<file path="config.mk">
export PLATFORM = sky130hd
export DESIGN_NAME = mfd_div
export DESIGN_NICKNAME = d
export VERILOG_FILES = /design/src/hdl/mfd_pkg.sv /design/src/hdl/mfd_div.sv
export SDC_FILE = /design/constraint.sdc
export NUM_CORES = 1
export LEC_CHECK = 0
export BUFFER_PORTS_ARGS = -buffer_cell sky130_fd_sc_hd__buf_2
export CAP_MARGIN = 20
export CORE_MARGIN = 4
export CORE_UTILIZATION = 51
export CTS_BUF_LIST = sky130_fd_sc_hd__clkbuf_4
export DETAILED_ROUTE_END_ITERATION = 8
export PLACE_DENSITY = 0.66
export SKIP_LAST_GASP = 1
export SLEW_MARGIN = 25
export SYNTH_ARGS = -nofsm -noshare
export SYNTH_HDL_FRONTEND = slang
export SYNTH_SLANG_ARGS = --single-unit
</file>
<file path="constraint.sdc">
create_clock -name clk -period 7.7 [get_ports clk]
set_input_delay 0.385 -clock clk [delete_from_list [all_inputs] [get_ports clk]]
set_output_delay 0.385 -clock clk [all_outputs]
set_load 0.02 [all_outputs]
</file>
<file path="src/hdl/mfd_pkg.sv">
// mfd_pkg: widths, constants, register indexes and shared types of the
// modulated fractional delay line. No dependencies.
`default_nettype none

package mfd_pkg;

	localparam int DEPTH      = 4096;
	localparam int CHANNELS   = 2;
	localparam int PTR_W      = $clog2(DEPTH);
	localparam int CH_W       = (CHANNELS > 1) ? $clog2(CHANNELS) : 1;
	localparam int ADDR_W     = CH_W + PTR_W;
	localparam int RAM_DEPTH  = 2 ** ADDR_W;

	localparam int SAMPLE_W   = 24;
	localparam int MOD_W      = 24;
	localparam int BASE_W     = 28;
	localparam int RATE_W     = 18;
	localparam int FRAC_W     = 16;
	localparam int TOT_W      = PTR_W + FRAC_W;

	localparam int CFG_IDX_W  = 2;
	localparam int CFG_DATA_W = 28;
	localparam logic [CFG_IDX_W-1:0] REG_BASE_DELAY  = CFG_IDX_W'(0);
	localparam logic [CFG_IDX_W-1:0] REG_SAMPLE_RATE = CFG_IDX_W'(1);
	localparam logic [BASE_W-1:0]    BASE_RESET      = BASE_W'(62914560);
	localparam logic [RATE_W-1:0]    RATE_RESET      = RATE_W'(48000);

	// mod_ms * sample_rate, then floor division by 1000 = 8 * 125
	localparam int PROD_W      = MOD_W + RATE_W + 1;
	localparam int DIV_SH      = 3;
	localparam int DIV_SUB     = 125;
	localparam int DIV_BIAS_SH = 32;
	localparam int DIV_W       = 40;
	localparam int REM_W       = $clog2(DIV_SUB);
	localparam int Q_W         = DIV_BIAS_SH + 1;
	localparam int OFF_W       = Q_W + 1;
	localparam logic [PROD_W-1:0] DIV_BIAS = PROD_W'(DIV_SUB) << DIV_BIAS_SH;

	// division by 125 on two halves, reciprocal exact for operands below 2 ** RED_W
	localparam int DIV_SPLIT = DIV_W / 2;
	localparam int RED_W     = REM_W + DIV_SPLIT;
	localparam int RCP_W     = 28;
	localparam int RCP_SH    = RED_W + REM_W;
	localparam int RP_W      = RED_W + RCP_W;
	localparam int QH_W      = Q_W - DIV_SPLIT;
	localparam logic [RCP_W-1:0] DIV_RCP = RCP_W'(137438954);

	localparam int TSUM_W = OFF_W + 1;
	localparam logic signed [TSUM_W-1:0] TOP_DELAY = TSUM_W'(DEPTH - 1) << FRAC_W;

	localparam int MAC_W = SAMPLE_W + FRAC_W + 2;
	localparam int SUM_W = MAC_W + 1;

	typedef struct packed {
		logic                    done;
		logic signed [OFF_W-1:0] off;
	} div_res_t;

endpackage

`default_nettype wire

</file>
<file path="src/hdl/mfd_div.sv">
// mfd_div: floor division of the signed product by 1000, by reciprocal
// multiplication on the two halves of the biased value. Depends on mfd_pkg.
`default_nettype none

module mfd_div import mfd_pkg::*; (
	input  wire logic                     clk,
	input  wire logic                     arst_n,
	input  wire logic                     start,
	input  wire logic signed [PROD_W-1:0] dividend,
	output      div_res_t                 res
);

	logic                 busy_q;
	logic                 step_q;
	logic                 half_q;
	logic                 done_q;
	logic [DIV_SPLIT-1:0] lo_q;
	logic [RED_W-1:0]     x_q;
	logic [RP_W-1:0]      p_q;
	logic [QH_W-1:0]      qh_q;
	logic [DIV_SPLIT-1:0] ql_q;
	logic [PROD_W-1:0]    v_load;
	logic [DIV_SPLIT-1:0] qpart;
	logic [RED_W-1:0]     qmul;
	logic [RED_W-1:0]     rdiff;
	logic [Q_W-1:0]       q_all;

	// biased so the value is never negative, divided by 8 exactly by the shift
	assign v_load = PROD_W'(dividend >>> DIV_SH) + DIV_BIAS;

	// quotient and remainder by 125 of x_q, from the product of the cycle before
	assign qpart = p_q[RCP_SH +: DIV_SPLIT];
	assign qmul  = RED_W'(qpart) * RED_W'(DIV_SUB);
	assign rdiff = x_q - qmul;
	assign q_all = {qh_q, ql_q};

	always_ff @(posedge clk or negedge arst_n) begin
		if (!arst_n) begin
			busy_q <= 1'b0;
			step_q <= 1'b0;
			half_q <= 1'b0;
			done_q <= 1'b0;
		end else begin
			done_q <= busy_q && step_q && half_q;
			if (start) begin
				busy_q <= 1'b1;
				step_q <= 1'b0;
				half_q <= 1'b0;
			end else if (busy_q) begin
				step_q <= !step_q;
				if (step_q) begin
					half_q <= 1'b1;
					if (half_q) begin
						busy_q <= 1'b0;
					end
				end
			end
		end
	end

	always_ff @(posedge clk) begin
		if (start) begin
			x_q  <= RED_W'(v_load[DIV_W-1:DIV_SPLIT]);
			lo_q <= v_load[DIV_SPLIT-1:0];
		end else if (busy_q && !step_q) begin
			p_q <= RP_W'(x_q) * RP_W'(DIV_RCP);
		end else if (busy_q && !half_q) begin
			qh_q <= qpart[QH_W-1:0];
			x_q  <= {rdiff[REM_W-1:0], lo_q};
		end else if (busy_q) begin
			ql_q <= qpart;
		end
	end

	assign res.done = done_q;
	assign res.off  = $signed(OFF_W'({1'b0, q_all}) - (OFF_W'(1) << DIV_BIAS_SH));

endmodule

`default_nettype wire

</file>
# After elaboration in Yosys (flattened, before gate mapping)

Cells that the tools add are included.
Widths: inputs -> output; s select.

Flip-flop bits (word level): 137
Output and inout port bits: 35
Input port bits: 46

Multiply operators: 2
Muxes and demuxes: 12
Reductions and logical operators: 15
Equal/unequal tests: 1
Add/sub/neg operators: 3
Bitwise operators: 3

Operators by type and width:

| kind                   | count |
|---|---|
| $mux 20                | 3 |
| $mul 27x27->53 const B | 1 |
| $add 40x40->40 const B | 1 |
| $sub 33x33->34 const B | 1 |
| $mul 20x7->7 const B   | 1 |
| $mux 1                 | 9 |
| $reduce_and 2->1       | 4 |
| $sub 7x7->7            | 1 |
| $reduce_bool 2->1      | 3 |
| $logic_and 1x1->1      | 4 |
| $reduce_and 4->1       | 1 |
| $not 1->1              | 3 |
| $reduce_and 3->1       | 1 |
| $logic_not 1->1        | 2 |
| $ne 2x2->1 const B     | 1 |

# Depth between registers and ports, before layout

Gate-level depths: netlist of the first run.

Depth in word-level cells: 5
Gate-level depth with buffers: 22
Gate-level depth less buffers: 22

# Worst setup path after synthesis of the first run

OpenSTA, ideal clock, no wires.

Path type: register to register
Start point: register x_q[12]
End point: register p_q[47] (data pin)
Buffers on the path: 0
Data arrival time: 5.623 ns
Slack: 1.818 ns
Cell stages (with the launch flop): 23
Data required time: 7.441 ns
Cells stage by stage: edfxtp_1 > ha_1 > inv_1 > fa_1 > inv_1 > ha_1 > inv_1 > fa_1 > fa_1 > inv_1 > fa_1 > inv_1 > fa_1 > inv_1 > ha_1 > a211oi_1 > nor2_1 > o41ai_2 > a31oi_1 > o41a_1 > a21oi_2 > nor2_1 > a211o_1

Word-level cells in the longest chain between the ends: 1

RTL lines:

| item                   | line          | text |
|---|---|---|
| from (decl)            | mfd_div.sv:18 | `logic [RED_W-1:0] x_q;` |
| from (signal assigned) | mfd_div.sv:63 | `x_q <= RED_W'(v_load[DIV_W-1:DIV_SPLIT]);` |
| from (signal assigned) | mfd_div.sv:69 | `x_q <= {rdiff[REM_W-1:0], lo_q};` |
| $mul 27x27->53         | mfd_div.sv:66 | `p_q <= RP_W'(x_q) * RP_W'(DIV_RCP);` |
| to (signal assigned)   | mfd_div.sv:66 |  |
| to (decl)              | mfd_div.sv:19 | `logic [RP_W-1:0] p_q;` |

Every way passes these cells.
A chain may end at the register's enable or synchronous reset.

# Final worst setup path of the first run

Start point: register x_q[14]
End point: register p_q[44] (data pin)

Same word-level chain as after synthesis.

==> run metrics, run 1 <==
via count approximately 9,500; Worst setup SP type flop; final hold vios 0; DR WL/cell 18.0 µm; DRC 0; Top cell by count, worst path inv_1; post-DP HPWL 28,700 µm; CP endpoint kind flop; result of the run completed; clk sink count 104; Worst Path Arrival 7.09 ns; Synth Instances approximately 1,400; clock transition at the registers of the reported paths 0.19 ns; cell taking the most area after synthesis fa_1; area grow syn2layout 6.20%; CTS root buf clkbuf_4; Rows 62; Slew headroom 0.392; # setup viols final 0; GR Overflow Total 0; met1 Usage GRT 0.305; Port Buf Inserts 77; largest net degree at the start of global routing 52; R2R depth 21; total CTS buffers 9; CP Max Fanout 8; H-tree levels 3; Ys Warns 0; Critical Path Sink p_q[44]$_DFFE_PP_; R2R Path End p_q[44]$_DFFE_PP_; min Tclk post-route about 7 ns; initial antenna violation count 1; CP top delay family adder cells; FF-to-FF Start x_q[14]$_DFFE_PP_; CTS tree built; fin nets roughly 2,000; Yosys top cell area share 0.307; layout cell share with drive strength beyond 1 0.0876; most used routing layer met2; initial core utilization 0.522; Synth top cells by count inv_1, ha_1, fa_1; DRT antenna net count 0; M3 GR Usage 0.0379; Worst path max stage delay 0.66 ns; EDFF count, synth 93; synth unique cells between 60 and 70; die area 32,500 µm²; Total GRT Usage 0.214; slowest stage cell, crit path edfxtp_1; DIE HEIGHT 180 µm; met2 Resource Use GR 0.352; drt pass-1 iters 5; crit path kind reg -> reg; Die W 180 µm; first-pass GRT wire length 55,100 µm; Slew Viols, Final 0; r2r setup slk 0.88 ns; # Max-Cap Violations 0; Synth Cell Area 15,200 µm²; Critical path buffers and inverters 6; critical path cell sequence ha_1, inv_1, fa_1, inv_1, ha_1, inv_1, fa_1, fa_1, inv_1, fa_1, inv_1, fa_1, inv_1, ha_1, nand4_1, a211o_1, a31oi_1, o211ai_1, o21ai_1, a21oi_1, xnor2_1; number of gates resized after cts 0; period utilization 0.886; clock network latency to the later pin of the worst-skew pair between 0.4 and 0.5 ns; vias per inst 5.14; WP data required between 7 and 8 ns; async set-reset flop share out of synthesis 0.0385; worst setup path start x_q[14]$_DFFE_PP_; synthesized area per cell 11.0 µm²; Synth area leaders fa_1, ha_1, edfxtp_1; ys flop type edfxtp_1; Detailed Route WL 33,100 µm; Synth Net Count slightly below 2,000; Placeable Area between 20,000 and 30,000 µm²; Placer Congestion a little under 1; setup_tns 0 ns; number of global-route vias before repair just over 10,000; post-synthesis register bit count 104; worst slew pin tran between 0.9 and 1 ns; clk_skew 0.0340 ns; Seq/Total Area, Yosys 0.200; most common cell in the netlist inv_1; Crit path depth 21; setup repair after global routing missed its margin no; clock tree buffer depth 2; Hold Crit Class in -> reg; I/O pin total 81; Max Fclk 147 MHz; initial drt markers 519
-- placed cells by master, fill, tap and decap left out, types with 3 or more instances in the layout --
cell type / count
a22o_1: 4
nand2_1: 25
a211oi_1: 4
dfxtp_1: 7
nand4_1: 10
and3_1: 4
a211o_1: 3
dfrtp_1: 4
nor2_1: 24
buf_2: 77
a31oi_1: 8
nor2b_1: 3
buf_4: 5
nor3_1: 8
fa_1: 232
nand2b_1: 4
mux2_2: 17
inv_1: 426
edfxtp_1: 93
nand3_1: 13
clkbuf_4: 10
o21bai_1: 7
o21ai_0: 22
ha_1: 300
a21o_1: 18
xor2_1: 12
o211ai_1: 4
a21oi_1: 43
xnor2_1: 29
-- how the worst min path moves through the flow --
stage / startpoint / end / slack [ns] / cells past startpoint
after floorplan: arst_n / busy_q$_DFF_PN0_ / 0.09 / 0
after global placement: arst_n / done_q$_DFF_PN0_ / 0.19 / 1
after detailed placement: arst_n / done_q$_DFF_PN0_ / 0.19 / 1
after CTS: dividend[18] / lo_q[15]$_DFFE_PP_ / 0.03 / 1
after global routing: dividend[11] / lo_q[8]$_DFFE_PP_ / 0.03 / 1
final: dividend[16] / lo_q[13]$_DFFE_PP_ / 0.07 / 1
-- kinds of logic (layout without fill, tap and decap cells) --
group | after synthesis | count (layout) | synth area share
compound gates | 139 | 139 | 0.0618
xor+xnor | 41 | 41 | 0.0237
fa+ha+maj | 532 | 532 | 0.554
buf+inv | 444 | 525 | 0.114
flops | 104 | 104 | 0.200
mux | 18 | 18 | 0.0133
other cells | 0 | 1 | 0
simple gates | 102 | 102 | 0.0333
-- through the flow --
stage,util,hold slack [ns],instance area (µm²),cells,worst slack (ns)
6_report,0.555,0.0683,16100,1846,0.880
5_1_grt,0.555,0.0340,16100,1846,0.581
4_1_cts,0.554,0.0274,16100,1845,0.885
3_5_place_dp,0.550,0.195,15900,1828,0.912
3_3_place_gp,0.550,0.190,15900,1828,1.03
2_1_floorplan,-,0.0894,15200,1380,1.82
-- state kept, by name, indices dropped and copies added (netlist names) --
name    count
step_q      1
p_q        20
busy_q      1
qh_q       13
ql_q       20
lo_q       20
done_q      1
x_q        27
half_q      1
-- area by class of cell --
cell class                 count  area (µm²)
fill                        2524       12900
clock inverter                 6        52.6
clock buffer                  10        75.1
multi-input combinational    832       10400
timing repair buffer          83         433
tap                          384         480
inverter                     426        1600
antenna                        1        2.50
sequential                   104        3030
-- per-layer routing --
metal	routed length, µm	vias to the layer above
met5	0	-
met4	428	0
met3	1490	31
met2	15600	217
met1	15700	4694
li1	-	4539
-- repair_timing --
| action | in CTS | in global routing |
|---|---|---|
| hold endpoints to repair | 4 | 0 |
| hold buffers | 1 | 0 |
| buffers inserted | 0 | 0 |
Power of run 1 is left out: the tool's default activity adds up to more than one toggle a clock period on the data nets, which glitch-free logic cannot reach.
==> run 2, diff against run 1 <==
--- a/config.mk
+++ b/config.mk
@@ -6,10 +6,9 @@
 export NUM_CORES = 1
 export LEC_CHECK = 0
 export BUFFER_PORTS_ARGS = -buffer_cell sky130_fd_sc_hd__buf_2
-export CAP_MARGIN = 20
+export CAP_MARGIN = 25
 export CORE_MARGIN = 4
 export CORE_UTILIZATION = 51
-export CTS_BUF_LIST = sky130_fd_sc_hd__clkbuf_4
 export DETAILED_ROUTE_END_ITERATION = 8
 export PLACE_DENSITY = 0.66
 export SKIP_LAST_GASP = 1
==> run 2 against run 1 <==
Global-route usage rose by 0.20 points. Clock skew down 0.019 ns. Sequential cell count stayed put. Fmax about the same. Via count is 0.50% higher. Worst hold slack better by 0.13 ns. Critical path type unchanged. Critical endpoint unchanged.
==> run metrics, run 2 (synthesis results as in run 1) <==
Worst Path Arrival ~7 ns; DR WL/cell 18.1 µm; clk sink count 104; fin nets 2,034; Detailed Route WL around 33,000 µm; die area 32,500 µm²; drt pass-1 iters 5; number of gates resized after cts 0; total CTS buffers 9; vias per inst 5.16; CTS tree built; WP data required 7.81 ns; crit path kind reg -> reg; Max Fclk 147 MHz; FF-to-FF Start x_q[14]$_DFFE_PP_; Port Buf Inserts 77; clk_skew 0.0150 ns; met2 wire length around 16,000 µm; setup_tns 0 ns; min Tclk post-route 6.82 ns; first-pass GRT wire length roughly 55,000 µm; Worst path max stage delay 0.63 ns; CP endpoint kind flop; R2R depth 21; Slew headroom 0.387; layout cell share with drive strength beyond 1 0.0869; initial antenna violation count 0; post-DP HPWL around 29,000 µm; result of the run completed; met3 wire length 1600 µm; clock network latency to the later pin of the worst-skew pair about 0.36 ns; Util after Layout 0.560; Placed Instance Area 15,900 µm²; Placer Congestion 0.972; CP Max Fanout 8; Die W 180 µm; critical path cell sequence ha_1, inv_1, fa_1, inv_1, ha_1, inv_1, fa_1, fa_1, inv_1, fa_1, inv_1, fa_1, inv_1, ha_1, nand4_1, a211o_1, a31oi_1, o211ai_1, o21ai_1, a21oi_1, xnor2_1; final hold vios 0; initial core utilization 0.522; DR top layer met4; slowest stage cell, crit path edfxtp_1; DRT antenna net count 0; Placeable Area 29,000 µm²; commonest non-fill, non-tap cells in the layout inv_1, ha_1, fa_1, edfxtp_1, buf_2; Critical path buffers and inverters 6; Worst setup SP type flop; period utilization 0.885; H-tree levels 3; DRC 0; setup repair after global routing missed its margin no; clock transition at the registers of the reported paths ~0.080 ns; Slew Viols, Final 0; clock tree buffer depth 2; I/O pin total between 80 and 90; # Max-Cap Violations 0; Hold Crit Start dividend[16]; Design Area, Final 16,200 µm²; cts hold-fix bufs 1; worst setup path start x_q[14]$_DFFE_PP_; Crit path depth 21; worst slew pin tran 0.919 ns; CP top delay family adder cells; worst hold path depth 1; CTS root buf clkbuf_16; DIE HEIGHT ~180 µm; max reg flops 27; Hold Crit Class in -> reg; Total GRT Usage 0.216; commonest non-fill, non-tap cell in the layout inv_1; antenna cell count 0; initial drt markers 510; DRT met1 WL 15,600 µm; GR Overflow Total 0; area grow syn2layout 7.20%; # setup viols final 0; postcts setup bufs 0; largest reg by FF count x_q; Top cell by count, worst path inv_1; number of global-route vias before repair 10,400; largest net degree at the start of global routing 52; Rows 62; via count ~9,500
-- run 2: cell count changes in the layout (fill, tap and decap cells not counted), sizes merged --
cell / previous run / this run
diode: 1 / 0
-- run 2: layer usage --
metal,up-vias,track usage
li1,4539,-
met1,4744,0.304
met2,208,0.355
met3,37,0.0418
met4,0,0.0408
met5,-,0
-- run 2: final timing paths --
check                                endpoint  slack, ns
hold / removal             lo_q[13]$_DFFE_PP_       0.20
setup reg to reg            p_q[44]$_DFFE_PP_       0.88
max in group asynchronous    done_q$_DFF_PN0_       7.21
hold reg to reg            ql_q[17]$_DFFE_PP_       0.42
setup / recovery            p_q[44]$_DFFE_PP_       0.88
min in group asynchronous  half_q$_DFFE_PN0P_       0.35
-- run 2: final cells by class --
class | count | area [µm²]
Fill cell | 2497 | 12800
Multi-Input combinational cell | 832 | 10400
Sequential cell | 104 | 3030
Inverter | 426 | 1600
Tap cell | 384 | 480
Timing Repair Buffer | 83 | 433
Clock buffer | 10 | 229
Clock inverter | 6 | 52.6
-- run 2: worst reg2reg max path, delay by kind of cell (launching register included) --
family / cells / cell delay (ns)
adder cells (fa/ha/maj): 8 / 3.62
AO/OA/AOI/OAI: 5 / 1.69
flip-flops: 1 / 0.63
buffers and inverters: 6 / 0.32
AND/OR/NAND/NOR: 1 / 0.18
XOR/XNOR: 1 / 0.14
-- run 2: through the flow --
step                      hold slack, ns  cells  worst slack [ns]
after CTS                          0.187   1845             0.886
after detailed placement           0.195   1828             0.912
after floorplan                   0.0894   1380              1.82
after global routing               0.192   1845             0.567
after global placement             0.190   1828              1.03
final                              0.199   1845             0.882
Power of run 2 is left out for the same reason.
